`src/ipfc_pkg.sv`:
```
package ipfc_pkg;

	localparam int NUM_BUCKETS = 16;
	localparam int WAYS = 4;
	localparam int ENTRIES = NUM_BUCKETS * WAYS;
	localparam int BKT_W = (NUM_BUCKETS > 1) ? $clog2(NUM_BUCKETS) : 1;
	localparam int WAY_W = (WAYS > 1) ? $clog2(WAYS) : 1;
	localparam int ADDR_W = (ENTRIES > 1) ? $clog2(ENTRIES) : 1;
	localparam int KEY_W = 64;
	localparam int CNT_W = 32;
	// One memory word holds the valid mark, the count and the key.
	localparam int WORD_W = 1 + CNT_W + KEY_W;
	localparam logic [31:0] HASH_MUL_A = 32'd2654435761;
	localparam logic [31:0] HASH_MUL_B = 32'd2246822519;
	localparam logic [CNT_W-1:0] CNT_MAX = '1;

	typedef struct packed {
		logic valid;
		logic [CNT_W-1:0] count;
		logic [KEY_W-1:0] key;
	} entry_t;

	typedef struct packed {
		logic [KEY_W-1:0] key;
		logic [BKT_W-1:0] bucket;
	} hash_res_t;

endpackage

```
`src/ipfc_hash.sv`:
```
module ipfc_hash import ipfc_pkg::*; (
	input  logic        clk,
	input  logic        arst_n,
	input  logic        start,
	input  logic [31:0] src_ip,
	input  logic [31:0] dst_ip,
	output logic        done,
	output hash_res_t   res
);

	// Registered steps: two 32-bit products, a shift-and-xor mix, then the 64-bit product in two halves.
	logic [3:0]  ph_q;
	logic [31:0] a_q, b_q;
	logic [63:0] h1_q;
	logic [63:0] lo_q;
	logic [31:0] hi_q;
	logic [63:0] key_q;
	logic [63:0] h0, h2, h3;
	logic [63:0] pa, pb;

	assign pa = {32'd0, src_ip} * {32'd0, HASH_MUL_A};
	assign pb = {32'd0, dst_ip} * {32'd0, HASH_MUL_B};
	assign h0 = {32'd0, a_q} ^ {31'd0, b_q, 1'b0};

	always_ff @(posedge clk or negedge arst_n) begin
		if (!arst_n) begin
			ph_q <= '0;
		end else begin
			ph_q <= {ph_q[2:0], start};
		end
	end

	always_ff @(posedge clk) begin
		if (start) begin
			a_q   <= pa[31:0];
			b_q   <= pb[31:0];
			key_q <= {dst_ip, src_ip};
		end
		if (ph_q[0]) begin
			h1_q <= h0 ^ (h0 >> 16);
		end
		if (ph_q[1]) begin
			// Low half times the multiplier is a full 64-bit partial product.
			lo_q <= {32'd0, h1_q[31:0]} * {32'd0, HASH_MUL_A};
		end
		if (ph_q[2]) begin
			hi_q <= 32'(h1_q[63:32] * HASH_MUL_A);
		end
	end

	assign h2 = lo_q + {hi_q, 32'd0};
	assign h3 = h2 ^ (h2 >> 16);
	assign done = ph_q[3];
	assign res.key = key_q;
	assign res.bucket = BKT_W'(h3 % 64'(NUM_BUCKETS));

endmodule

```
`config.mk`:
```
export PLATFORM = sky130hd
export DESIGN_NAME = ipfc_hash
export DESIGN_NICKNAME = d
export VERILOG_FILES = /design/src/ipfc_pkg.sv /design/src/ipfc_hash.sv
export SDC_FILE = /design/constraint.sdc
export NUM_CORES = 2
export LEC_CHECK = 0
export ABC_AREA = 1
export BUFFER_PORTS_ARGS = -buffer_cell sky130_fd_sc_hd__buf_4
export CAP_MARGIN = 40
export CORE_ASPECT_RATIO = 0.6
export CORE_MARGIN = 10
export CORE_UTILIZATION = 60
export CTS_BUF_LIST = sky130_fd_sc_hd__clkbuf_16
export CTS_CLUSTER_DIAMETER = 30
export DETAILED_ROUTE_END_ITERATION = 10
export PLACE_DENSITY = 0.78
export REMOVE_ABC_BUFFERS = 1
export SETUP_SLACK_MARGIN = 0.1
export SLEW_MARGIN = 40
export SYNTH_ARGS = -nofsm -noshare
export SYNTH_HDL_FRONTEND = slang
export SYNTH_SLANG_ARGS = --single-unit
```
`constraint.sdc`:
```
create_clock -name clk -period 6.17 [get_ports clk]
set_clock_uncertainty 0.05 [all_clocks]
set_input_delay 0.617 -clock clk [delete_from_list [all_inputs] [get_ports clk]]
set_output_delay 0.617 -clock clk [all_outputs]
set_load 0.01 [all_outputs]
```
==> run_results.csv <==
group,metric,value,unit
status,status,"finished with violations",
status,violations,"setup timing",
setup_path,crit_fanout,3,
sta,tightest_slew,0.755,ns
floorplan,pin_count,136,
hold_path,hp-class,"in -> reg",
setup_path,worstPathRequired,6.34,ns
route,vias,20705,
clocking,cts_tree,"done",
floorplan,core,45100,sq um
route,wl_per_cell,22.6,um
synthesis,synth_top_area_cell,"fa_1",
finish,final_common_cell,"inv_1",
floorplan,initial_core_util,61.2,%
synthesis,synth_cells,2690,
placed_design,placed_area,32000,sq um
clocking,clk_pin_slew,0.07,ns
synthesis,yosys_warnings,0,
clocking,clk_latency,0.47,ns
sta,fin_tns_setup,-0.120,ns
setup_path,cp-start-kind,"input pin",
finish,regArea,4640,sq um
setup_path,critPathLaunch,"src_ip[6]",
synthesis,ys_ff_latch,155,
sta,slew_viol_final,0,
placed_design,io_buffer_count,135,
synthesis,synth_area_per_cell,10.3,sq um
synthesis,synth_cell_types,38,
finish,final_area,34200,sq um
placed_design,routabilityCongestion,1.08,
sta,fmax,160,MHz
synthesis,seq_area_frac_synth,16.8,%
synthesis,yosysTopAreaCellShare,36.1,%
finish,fin_nets,4240,
synthesis,syn_area,27600,sq um
setup_path,crit_top_cell,"fa_1",
setup_path,slowest_stage,"fa_1",
sta,slew_headroom,49.3,%
sta,min_period,6.24,ns
setup_path,path_class,"in -> reg",
setup_path,worstPathArrival,6.41,ns
global_route,antenna_found_initial,0,
sta,period_share,101,%
finish,num_antenna_cells,0,
route,vias_per_cell,5.37,
floorplan,row_count,60,
placed_design,post-dp-hpwl,75900,um
finish,multiInputGateArea,20700,sq um
sta,layout_setup_ws,-0.0673,ns
setup_path,r2r_start,"h1_q[5]",
floorplan,die_w,297,um
route,first_iter_violations,1930,
clocking,root_buffer,"clkbuf_16",
finish,nFillCells,3075,
sta,hold_violations,0,
floorplan,die_h,186,um
global_route,grt_pass1_vias,21535,
finish,final_cell_mix,"820 x inv_1, 477 x buf_4, 448 x fa_1",
sta,setup-violations-final,4,
sta,rsz0062_at_grt,"yes",
global_route,grt_pass1_wl,131000,um
clocking,cts_buffers,17,
finish,layout-drive-gt1-share,26.4,%
floorplan,die-area,55300,sq um
clocking,htree_num_levels,4,
global_route,grt.total_usage,31.9,%
clocking,clock_sinks,155,
route,wirelength,87100,um
hold_path,min-delay-start,"src_ip[29]",
setup_path,crit_family,"adder cells",
route,drcViolationCount,0,
synthesis,synth_area_leaders,"fa_1 36%, ha_1 21%, edfxtp_1 16%",
global_route,grt_max_degree,66,
finish,post-route-util,75.8,%
finish,area_delta_synth_final,23.8,%
clocking,clock_path_buffers,2,
route,postRouteAntennaNets,0,
setup_path,cp-end-kind,"flop",
setup_path,slowest_delay,0.53,ns
setup_path,cp_num_buf_inv,10,
global_route,globalRoute.totalOverflow,0,
route,drt_pass1_iterations,7,
job,max_cap_viol_count,0,
## timing repair
action / in CTS / in global routing
endpoints found under the setup margin: 20 / 31
cloned: 0 / 0
endpoints found under the hold margin: 4 / 0
hold buffers: 1 / 0
pin swaps: 34 / 101
resized for setup: 90 / 287
buffers inserted: 3 / 32
## metrics by stage
stage               setup WS, ns  cells  hold slack (ns)
finish                   -0.0673   3854            0.292
global route              -0.203   3854            0.283
global placement          -0.715   3787            0.287
floorplan                 -0.118   2685            0.271
detailed placement        -0.767   3787            0.325
CTS                      0.00194   3823            0.283
## layer usage
metal / vias to the layer above / routed length (um) / GRT usage (%)
li1: 9138 / - / -
met1: 10385 / 39800 / 49.3
met4: 2 / 671 / 3.40
met2: 1118 / 31600 / 38.5
met5: - / 147 / 0
met3: 62 / 14900 / 17.3
## worst register-to-register path, delay by kind of cell (launching register included)
family | cells | cell delay (ns)
compound gates | 1 | 0.14
buf+inv | 5 | 0.26
simple gates | 5 | 0.54
flops | 1 | 0.53
fa+ha+maj | 8 | 3.96
## cells by family after synthesis
| logic type | count (synthesis) | share of synthesized area (%) |
|---|---|---|
| xor+xnor | 170 | 5.39 |
| fa+ha+maj | 952 | 56.7 |
| compound gates | 140 | 3.13 |
| simple gates | 369 | 5.68 |
| flops | 155 | 16.8 |
| buf+inv | 904 | 12.4 |
## synthesized netlist by cell type (all sizes together)
master,count
a211oi,3
a21boi,4
a21o,7
a21oi,78
a221oi,1
a31oi,1
buf,5
dfrtp,4
edfxtp,151
fa,498
ha,454
inv,899
nand2,237
nand3,52
nand3b,5
nand4,7
nor2,49
nor3,13
nor4,2
o2111ai,1
o211ai,3
o21ai,30
o21bai,9
o221a,1
o221ai,1
o31ai,1
or2,4
xnor2,87
xor2,83
## worst paths after layout
path	endpoint	slack, ns	depth (start not counted)
worst max-delay path	a_q[29]	-0.07	28
worst min-delay path	key_q[29]	0.29	1
worst max register to register	lo_q[19]	0.45	19
worst min register to register	ph_q[3]	0.33	0
max in group asynchronous	ph_q[0]	5.51	2
min in group asynchronous	ph_q[3]	0.42	2
## state kept, by name (all words and copies together), names as in the netlist
signal / count
a_q: 32
b_q: 32
h1_q: 20
key_q: 59
lo_q: 8
ph_q: 4
## cell type report
cell class                      count  area share (%)
Clock buffer                       17            1.24
Clock inverter                     15           0.388
Inverter                          899            10.0
Multi-Input combinational cell   1631            60.6
Sequential cell                   155            13.6
Tap cell                          620            2.27
Timing Repair Buffer              517            12.0
Power is not shown: default switching activity piles up to over one toggle a cycle in this logic, so the estimate is an artifact.
