$ cat config.mk
export PLATFORM = sky130hd
export DESIGN_NAME = ipfc_ram
export DESIGN_NICKNAME = d
export VERILOG_FILES = /design/src/ipfc_ram.sv
export SDC_FILE = /design/constraint.sdc
export NUM_CORES = 1
export LEC_CHECK = 0
export ABC_AREA = 1
export BUFFER_PORTS_ARGS = -buffer_cell sky130_fd_sc_hd__buf_4
export CAP_MARGIN = 15
export CELL_PAD_IN_SITES_DETAIL_PLACEMENT = 1
export CELL_PAD_IN_SITES_GLOBAL_PLACEMENT = 2
export CORE_MARGIN = 8
export CORE_UTILIZATION = 45
export CTS_BUF_LIST = sky130_fd_sc_hd__clkbuf_2
export DETAILED_ROUTE_END_ITERATION = 8
export HOLD_SLACK_MARGIN = 0.12
export PLACE_DENSITY = 0.88
export RECOVER_POWER = 25
export SLEW_MARGIN = 20
export SYNTH_ARGS = -nofsm -noshare
export SYNTH_HDL_FRONTEND = slang
export SYNTH_SLANG_ARGS = --single-unit
$ cat constraint.sdc
create_clock -name clk -period 2.1 [get_ports clk]
set_input_delay 0.21 -clock clk [delete_from_list [all_inputs] [get_ports clk]]
set_output_delay 0.21 -clock clk [all_outputs]
set_load 0.1 [all_outputs]
$ cat src/ipfc_ram.sv
module ipfc_ram #(
	parameter int WIDTH = 8,
	parameter int DEPTH = 16
) (
	input  logic                     clk,
	input  logic                     we,
	input  logic [$clog2(DEPTH)-1:0] waddr,
	input  logic [WIDTH-1:0]         wdata,
	input  logic [$clog2(DEPTH)-1:0] raddr,
	output logic [WIDTH-1:0]         rdata
);

	logic [WIDTH-1:0] mem [DEPTH];

	always_ff @(posedge clk) begin
		if (we) begin
			mem[waddr] <= wdata;
		end
		rdata <= mem[raddr];
	end

endmodule

==> impl_metrics.csv, run 1 <==
group,metric,value,unit
grt,grt_pass1_wl,23.70,mm
logic_synthesis,syn_area,5767,um2
grt,grt_pass1_vias,4101,
finish,fillers,1394,
logic_synthesis,synth_cell_types,12,
power_and_ir_drop,vdd_drop_max,0.3944,mV
logic_synthesis,synth_common_cells,"nand2_1, edfxtp_1, inv_1",
clock_network,path_clk_slew,190,ps
hold_path,min_path_type,"in -> reg",
logic_synthesis,yosysTopAreaCell,"edfxtp_1",
power_and_ir_drop,powerDensity,747.1,nW/um2
sta,fin_crit_sh,90.32,%
setup_path,end_kind,"flip-flop",
setup_path,crit_fanout,8,
clock_network,clk_path_buf_depth,2,
clock_network,post_cts_buffers,0,
finish,diodes,0,
finish,fin_nets,624,
finish,drive_above_1_share,10.66,%
setup_path,critical_path_required,2450,ps
route,post-route-drc-count,0,
placed_design,gp_congestion,0.8050,
run,maxCapViolCount,0,
finish,fin_util,51.68,%
logic_synthesis,ys_seq_elements,136,
setup_path,cp_cell_sequence,"dlygate4sd3_1 > buf_4 > nor2_1 > dlygate4sd3_1 > nand2_1 > nor2_1",
grt,antenna_found_initial,0,
clock_network,numClockSinks,136,
logic_synthesis,synthArstFlopShare,0,%
sta,period_needed,1897,ps
floorplanning,die_h,129.2,um
placed_design,place_ws,442.5,ps
grt,grt_start_max_net_pins,65,
logic_synthesis,synth-seq-area-share,69.43,%
clock_network,cts-buffers-inserted,17,
sta,layout_setup_ws,203.3,ps
setup_path,crit_buf_inv,3,
clock_network,htree_levels,4,
placed_design,postPlaceCellArea,6118,um2
finish,area.growth.synth_to_final,12.63,%
clock_network,clk-insertion-delay-late,730,ps
power_and_ir_drop,leakagePower,2.808,nW
logic_synthesis,synth_flop_cell,"edfxtp_1",
logic_synthesis,synth_nets,569,
sta,worstMarginPinSlew,1015,ps
logic_synthesis,syn_avg_cell_area,10.47,um2
setup_path,critical-path-slowest-cell,"nor2_1",
sta,relSlewSlack,32.31,%
logic_synthesis,synthCells,551,
setup_path,arrival,2250,ps
route,first_iter_violations,280,
floorplanning,core-area,12570,um2
sta,rsz0062_at_grt,"no",
route,route.vias.total,3993,
grt,grt_use_total,19.71,%
power_and_ir_drop,power.total,4.853,mW
clock_network,cts_root_buf,"clkbuf_2",
placed_design,dp_hpwl,9.314,mm
route,wire_per_inst,19.32,um
run_status,outcome,"finished clean",
floorplanning,boundaryPins,26,
logic_synthesis,synth_most_common_cell,"nand2_1",
route,vias_per_cell,5.048,
floorplanning,die_w,129.2,um
logic_synthesis,synth_area_leaders,"edfxtp_1, nand2_1, nand3_1",
floorplanning,die_area,16690,um2
setup_path,start_kind,"primary input",
sta,setup-tns-final,0,ps
logic_synthesis,synth_top_cell_area_share,66.65,%
sta,drv_slew,0,
sta,fin_skew,38.57,ps
grt,grt_overflow,0,
sta,fmax,527.2,MHz
route,antenna_left,0,
route,routed_wl,15.28,mm
finish,finalInstanceArea,6495,um2
logic_synthesis,synth_edf_count,128,
placed_design,io_buffer_count,25,
floorplanning,num_rows,41,
sta,setup_viol,0,
sta,hold_viol,0,
clock_network,cts_tree,"built",
route,first_pass_iters,5,
logic_synthesis,synth_warnings,0,
setup_path,path_class,"in -> reg",
setup_path,crit_family,"buffers and inverters",
setup_path,slowest_delay,600,ps
floorplanning,start_util,45.88,%
[final timing paths]
path | to | slack [ps] | start | cells after the start
setup reg to reg | rdata[5]$_DFF_P_ | 530 | mem[7][5]$_DFFE_PP_ | 7
setup / recovery | mem[1][5]$_DFFE_PP_ | 200 | waddr[2] | 6
hold / removal | rdata[0]$_DFF_P_ | 100 | raddr[0] | 6
hold reg to reg | rdata[2]$_DFF_P_ | 670 | mem[12][2]$_DFFE_PP_ | 6
[per-layer routing]
layer	share of wire (%)	track usage, %
met1	43	24.53
met2	50	32.26
met3	5.1	3.739
met4	2.2	9.952
met5	0	0
[placed cells by master, fill, tap and decap left out, drive strengths merged]
cell	n
clkbuf	35
nor2	17
buf	29
nand3	97
edfxtp	128
clkinv	5
dfxtp	8
dlygate4sd3	23
nand2	173
inv	102
nand3b	2
[registers in the layout, summed over array words and instances, names as in the netlist]
signal	cells
rdata	8
mem	128
[where the power goes]
part	internal (mW)	switching [mW]	leakage (nW)
registers	3.03	0.0260	1.22
clock network	0.346	0.891	0.129
logic	0.149	0.409	1.45
total	3.53	1.33	2.81
[logic make-up (layout without fill, tap and decap cells)]
group	after synthesis	after routing	share of synthesized area, %
flip-flops	136	136	69.43
buffers and inverters	126	194	9.525
AND/OR/NAND/NOR	289	289	21.05
[metrics by stage]
| step | cells | hold slack, ps |
|---|---|---|
| floorplan | 551 | 308.9 |
| global placement | 736 | 529.7 |
| detailed placement | 736 | 540.5 |
| CTS | 791 | 146.4 |
| global route | 791 | 172.9 |
| finish | 791 | 98.63 |
[worst reg2reg max path, cell delays in order (launching register included)]
cell and delay, ps:
edfxtp_1 410, inv_1 70, nand2_1 50, nand3_1 80, nand3_1 90, dlygate4sd3_1 610
nand3_1 120, nand2_1 70
[cell type report]
class	count	area, um2	share of cell area (%)
clock buffer	27	135.1	2.081
tap	172	215.2	3.313
timing repair buffer	60	503.0	7.744
multi-input combinational	289	1231	18.96
inverter	102	382.9	5.895
clock inverter	5	23.77	0.3660
sequential	136	4004	61.65
[what timing repair did]
action,in CTS,in global routing
hold buffers,23,1
endpoints found under the setup margin,0,1
hold endpoints to repair,176,1
resized for setup,0,4
Power figures use the tool's default switching activity.
==> run 2: changes to the inputs <==
CELL_PAD_IN_SITES_DETAIL_PLACEMENT = not set   (was 1)
CELL_PAD_IN_SITES_GLOBAL_PLACEMENT = not set   (was 2)
CORE_UTILIZATION = 60   (was 45)
PLACE_DENSITY = 0.8   (was 0.88)
RECOVER_POWER = 50   (was 25)
clock period = 1.77 ns   (was 2.1 ns; I/O delays follow)
==> run 2 against run 1 <==
Effect of this change: wire length decreased by 17%; clock power increased by 49%; flip-flop and latch count unchanged; final cell count decreased by 4.4%; clock skew decreased by 20 ps; sequential power increased by 18%; largest cell class unchanged; non-clock buffer count increased by 8; via count decreased by 1.3%; count of clock-buffer cells in the layout decreased by 9.
==> impl_metrics.csv, run 2 (same netlist as run 1, synthesis figures left out) <==
group,metric,value,unit
sta,worstMarginPinSlew,884.5,ps
sta,hold_ws,413.7,ps
setup_path,arrival,2140,ps
hold_path,min_path_cells,4,
power_and_ir_drop,vdd_drop_max,0.5616,mV
route,wire_per_inst,16.74,um
hold_path,min_to,"rdata[7]$_DFF_P_",
sta,fin_skew,18.39,ps
floorplanning,num_rows,35,
sta,hold_viol,0,
grt,grt_overflow,0,
power_and_ir_drop,powerDensity,933.9,nW/um2
clock_network,numClockSinks,136,
sta,drv_slew,0,
finish,final_common_cell,"nand2_1",
setup_path,crit_fanout,35,
setup_path,critical_path_required,2340,ps
finish,fin_nets,632,
setup_path,cp_cell_sequence,"dlygate4sd3_1 > buf_4 > buf_4 > nand2_1 > nand3_1 > nand3_1 > nand3_1 > dlygate4sd3_1 > nand2_1",
finish,area.growth.synth_to_final,13.56,%
finish,fin_util,70.54,%
floorplanning,die_area,13000,um2
finish,top_register,"mem",
setup_path,critical-path-slowest-cell,"dlygate4sd3_1",
setup_path,start_kind,"primary input",
run,maxCapViolCount,0,
setup_path,path_class,"in -> reg",
hold_path,min_path_type,"in -> reg",
clock_network,cts_resized,0,
clock_network,clk_path_buf_depth,2,
floorplanning,boundaryPins,26,
finish,diodes,0,
placed_design,gp_congestion,0.8721,
floorplanning,die_h,114.0,um
route,first_pass_iters,5,
run_status,outcome,"finished clean",
route,vias_per_cell,5.214,
placed_design,io_buffer_count,25,
sta,setup_viol,0,
grt,grt_pass1_wl,20.15,mm
clock_network,htree_levels,4,
placed_design,dp_hpwl,7.700,mm
floorplanning,start_util,62.12,%
grt,grt_pass1_vias,3778,
setup_path,ff2ff_setup_slack,240,ps
finish,largestRegisters,"mem: 128 flops, rdata: 8 flops",
clock_network,path_clk_slew,180,ps
sta,relSlewSlack,41.03,%
setup_path,path_common_cell,"nand3_1",
finish,largest_register_ffs,128,
setup_path,r2r-end,"rdata[0]$_DFF_P_",
setup_path,ff2ff_path_depth,7,
grt,antenna_found_initial,0,
clock_network,cts-buffers-inserted,17,
grt,grt_start_max_net_pins,44,
clock_network,clk-insertion-delay-late,660,ps
setup_path,end_kind,"flip-flop",
sta,period_needed,1574,ps
route,route.vias.total,3942,
route,first_iter_violations,434,
floorplanning,die_w,114.0,um
grt,grt_use_total,20.62,%
power_and_ir_drop,leakagePower,2.837,nW
finish,drive_above_1_share,10.53,%
setup_path,worstReg2RegStart,"mem[13][0]$_DFFE_PP_",
floorplanning,core-area,9284,um2
clock_network,cts_root_buf,"clkbuf_2",
sta,fmax,635.4,MHz
route,antenna_left,0,
setup_path,slowest_delay,540,ps
sta,fin_crit_sh,88.92,%
hold_path,hp-start,"raddr[3]",
route,post-route-drc-count,0,
sta,setup-tns-final,0,ps
clock_network,cts_tree,"built",
finish,layout_common_cells,"nand2_1, edfxtp_1, inv_1",
sta,rsz0062_at_grt,"no",
route,routed_wl,12.66,mm
-- run 2: changes by cell type in the layout (fill, tap and decap cells not counted) --
cell / previous run / this run
dlygate4sd3_1: 23 / 21
clkbuf_1: 8 / 13
clkinvlp_4: 0 / 3
nand3_1: 94 / 97
clkinv_4: 0 / 2
buf_4: 27 / 32
clkbuf_2: 27 / 18
clkinv_1: 1 / 2
nand2_2: 1 / 0
bufinv_16: 0 / 3
nand2_1: 172 / 173
nand3_2: 3 / 0
-- run 2: where the power goes --
group	total, mW	switching, mW	internal [mW]
clock	1.85	1.08	0.775
combinational	0.639	0.462	0.177
sequential	3.62	0.0253	3.60
-- run 2: worst max path at each step --
stage,start,endpoint,slack (ps),cells past startpoint
2_1_floorplan,waddr[2],mem[10][0]$_DFFE_PP_,640,2
3_3_place_gp,raddr[0],rdata[7]$_DFF_P_,520,7
3_5_place_dp,raddr[0],rdata[7]$_DFF_P_,510,7
4_1_cts,rdata[3]$_DFF_P_,rdata[3],170,1
5_1_grt,raddr[0],rdata[4]$_DFF_P_,100,10
6_report,raddr[0],rdata[0]$_DFF_P_,200,9
-- run 2: cell type report --
| class | instances | area [um2] |
|---|---|---|
| Clock buffer | 18 | 90.09 |
| Clock inverter | 14 | 157.7 |
| Fill cell | 661 | 2735 |
| Inverter | 102 | 382.9 |
| Multi-Input combinational cell | 289 | 1214 |
| Sequential cell | 136 | 4004 |
| Tap cell | 129 | 161.4 |
| Timing Repair Buffer | 68 | 539.3 |
-- run 2: layer usage --
metal	vias to the layer above	GRT usage (%)	share of wire, %
li1	1901	-	-
met1	1822	25.93	40
met2	198	34.27	50
met3	21	4.279	8.2
met4	0	8.075	2.0
met5	-	0	0
-- run 2: timing repair --
action,CTS,global route
setup buffers,0,0
endpoints found under the hold margin,235,0
hold buffers,21,0
endpoints found under the setup margin,0,0
-- run 2: through the flow --
stage	setup WS (ps)	instances	total power, mW	cell area [um2]
finish	196.1	756	6.116	6549
global route	101.5	756	6.307	6549
CTS	173.0	756	6.146	6598
detailed placement	505.4	703	4.297	6140
global placement	522.1	703	4.282	6140
floorplan	642.2	551	4.091	5767
-- run 2: critical path, delay by kind of cell --
kind / cells / cell delay [ps]
AND/OR/NAND/NOR: 5 / 420
buffers and inverters: 4 / 1520
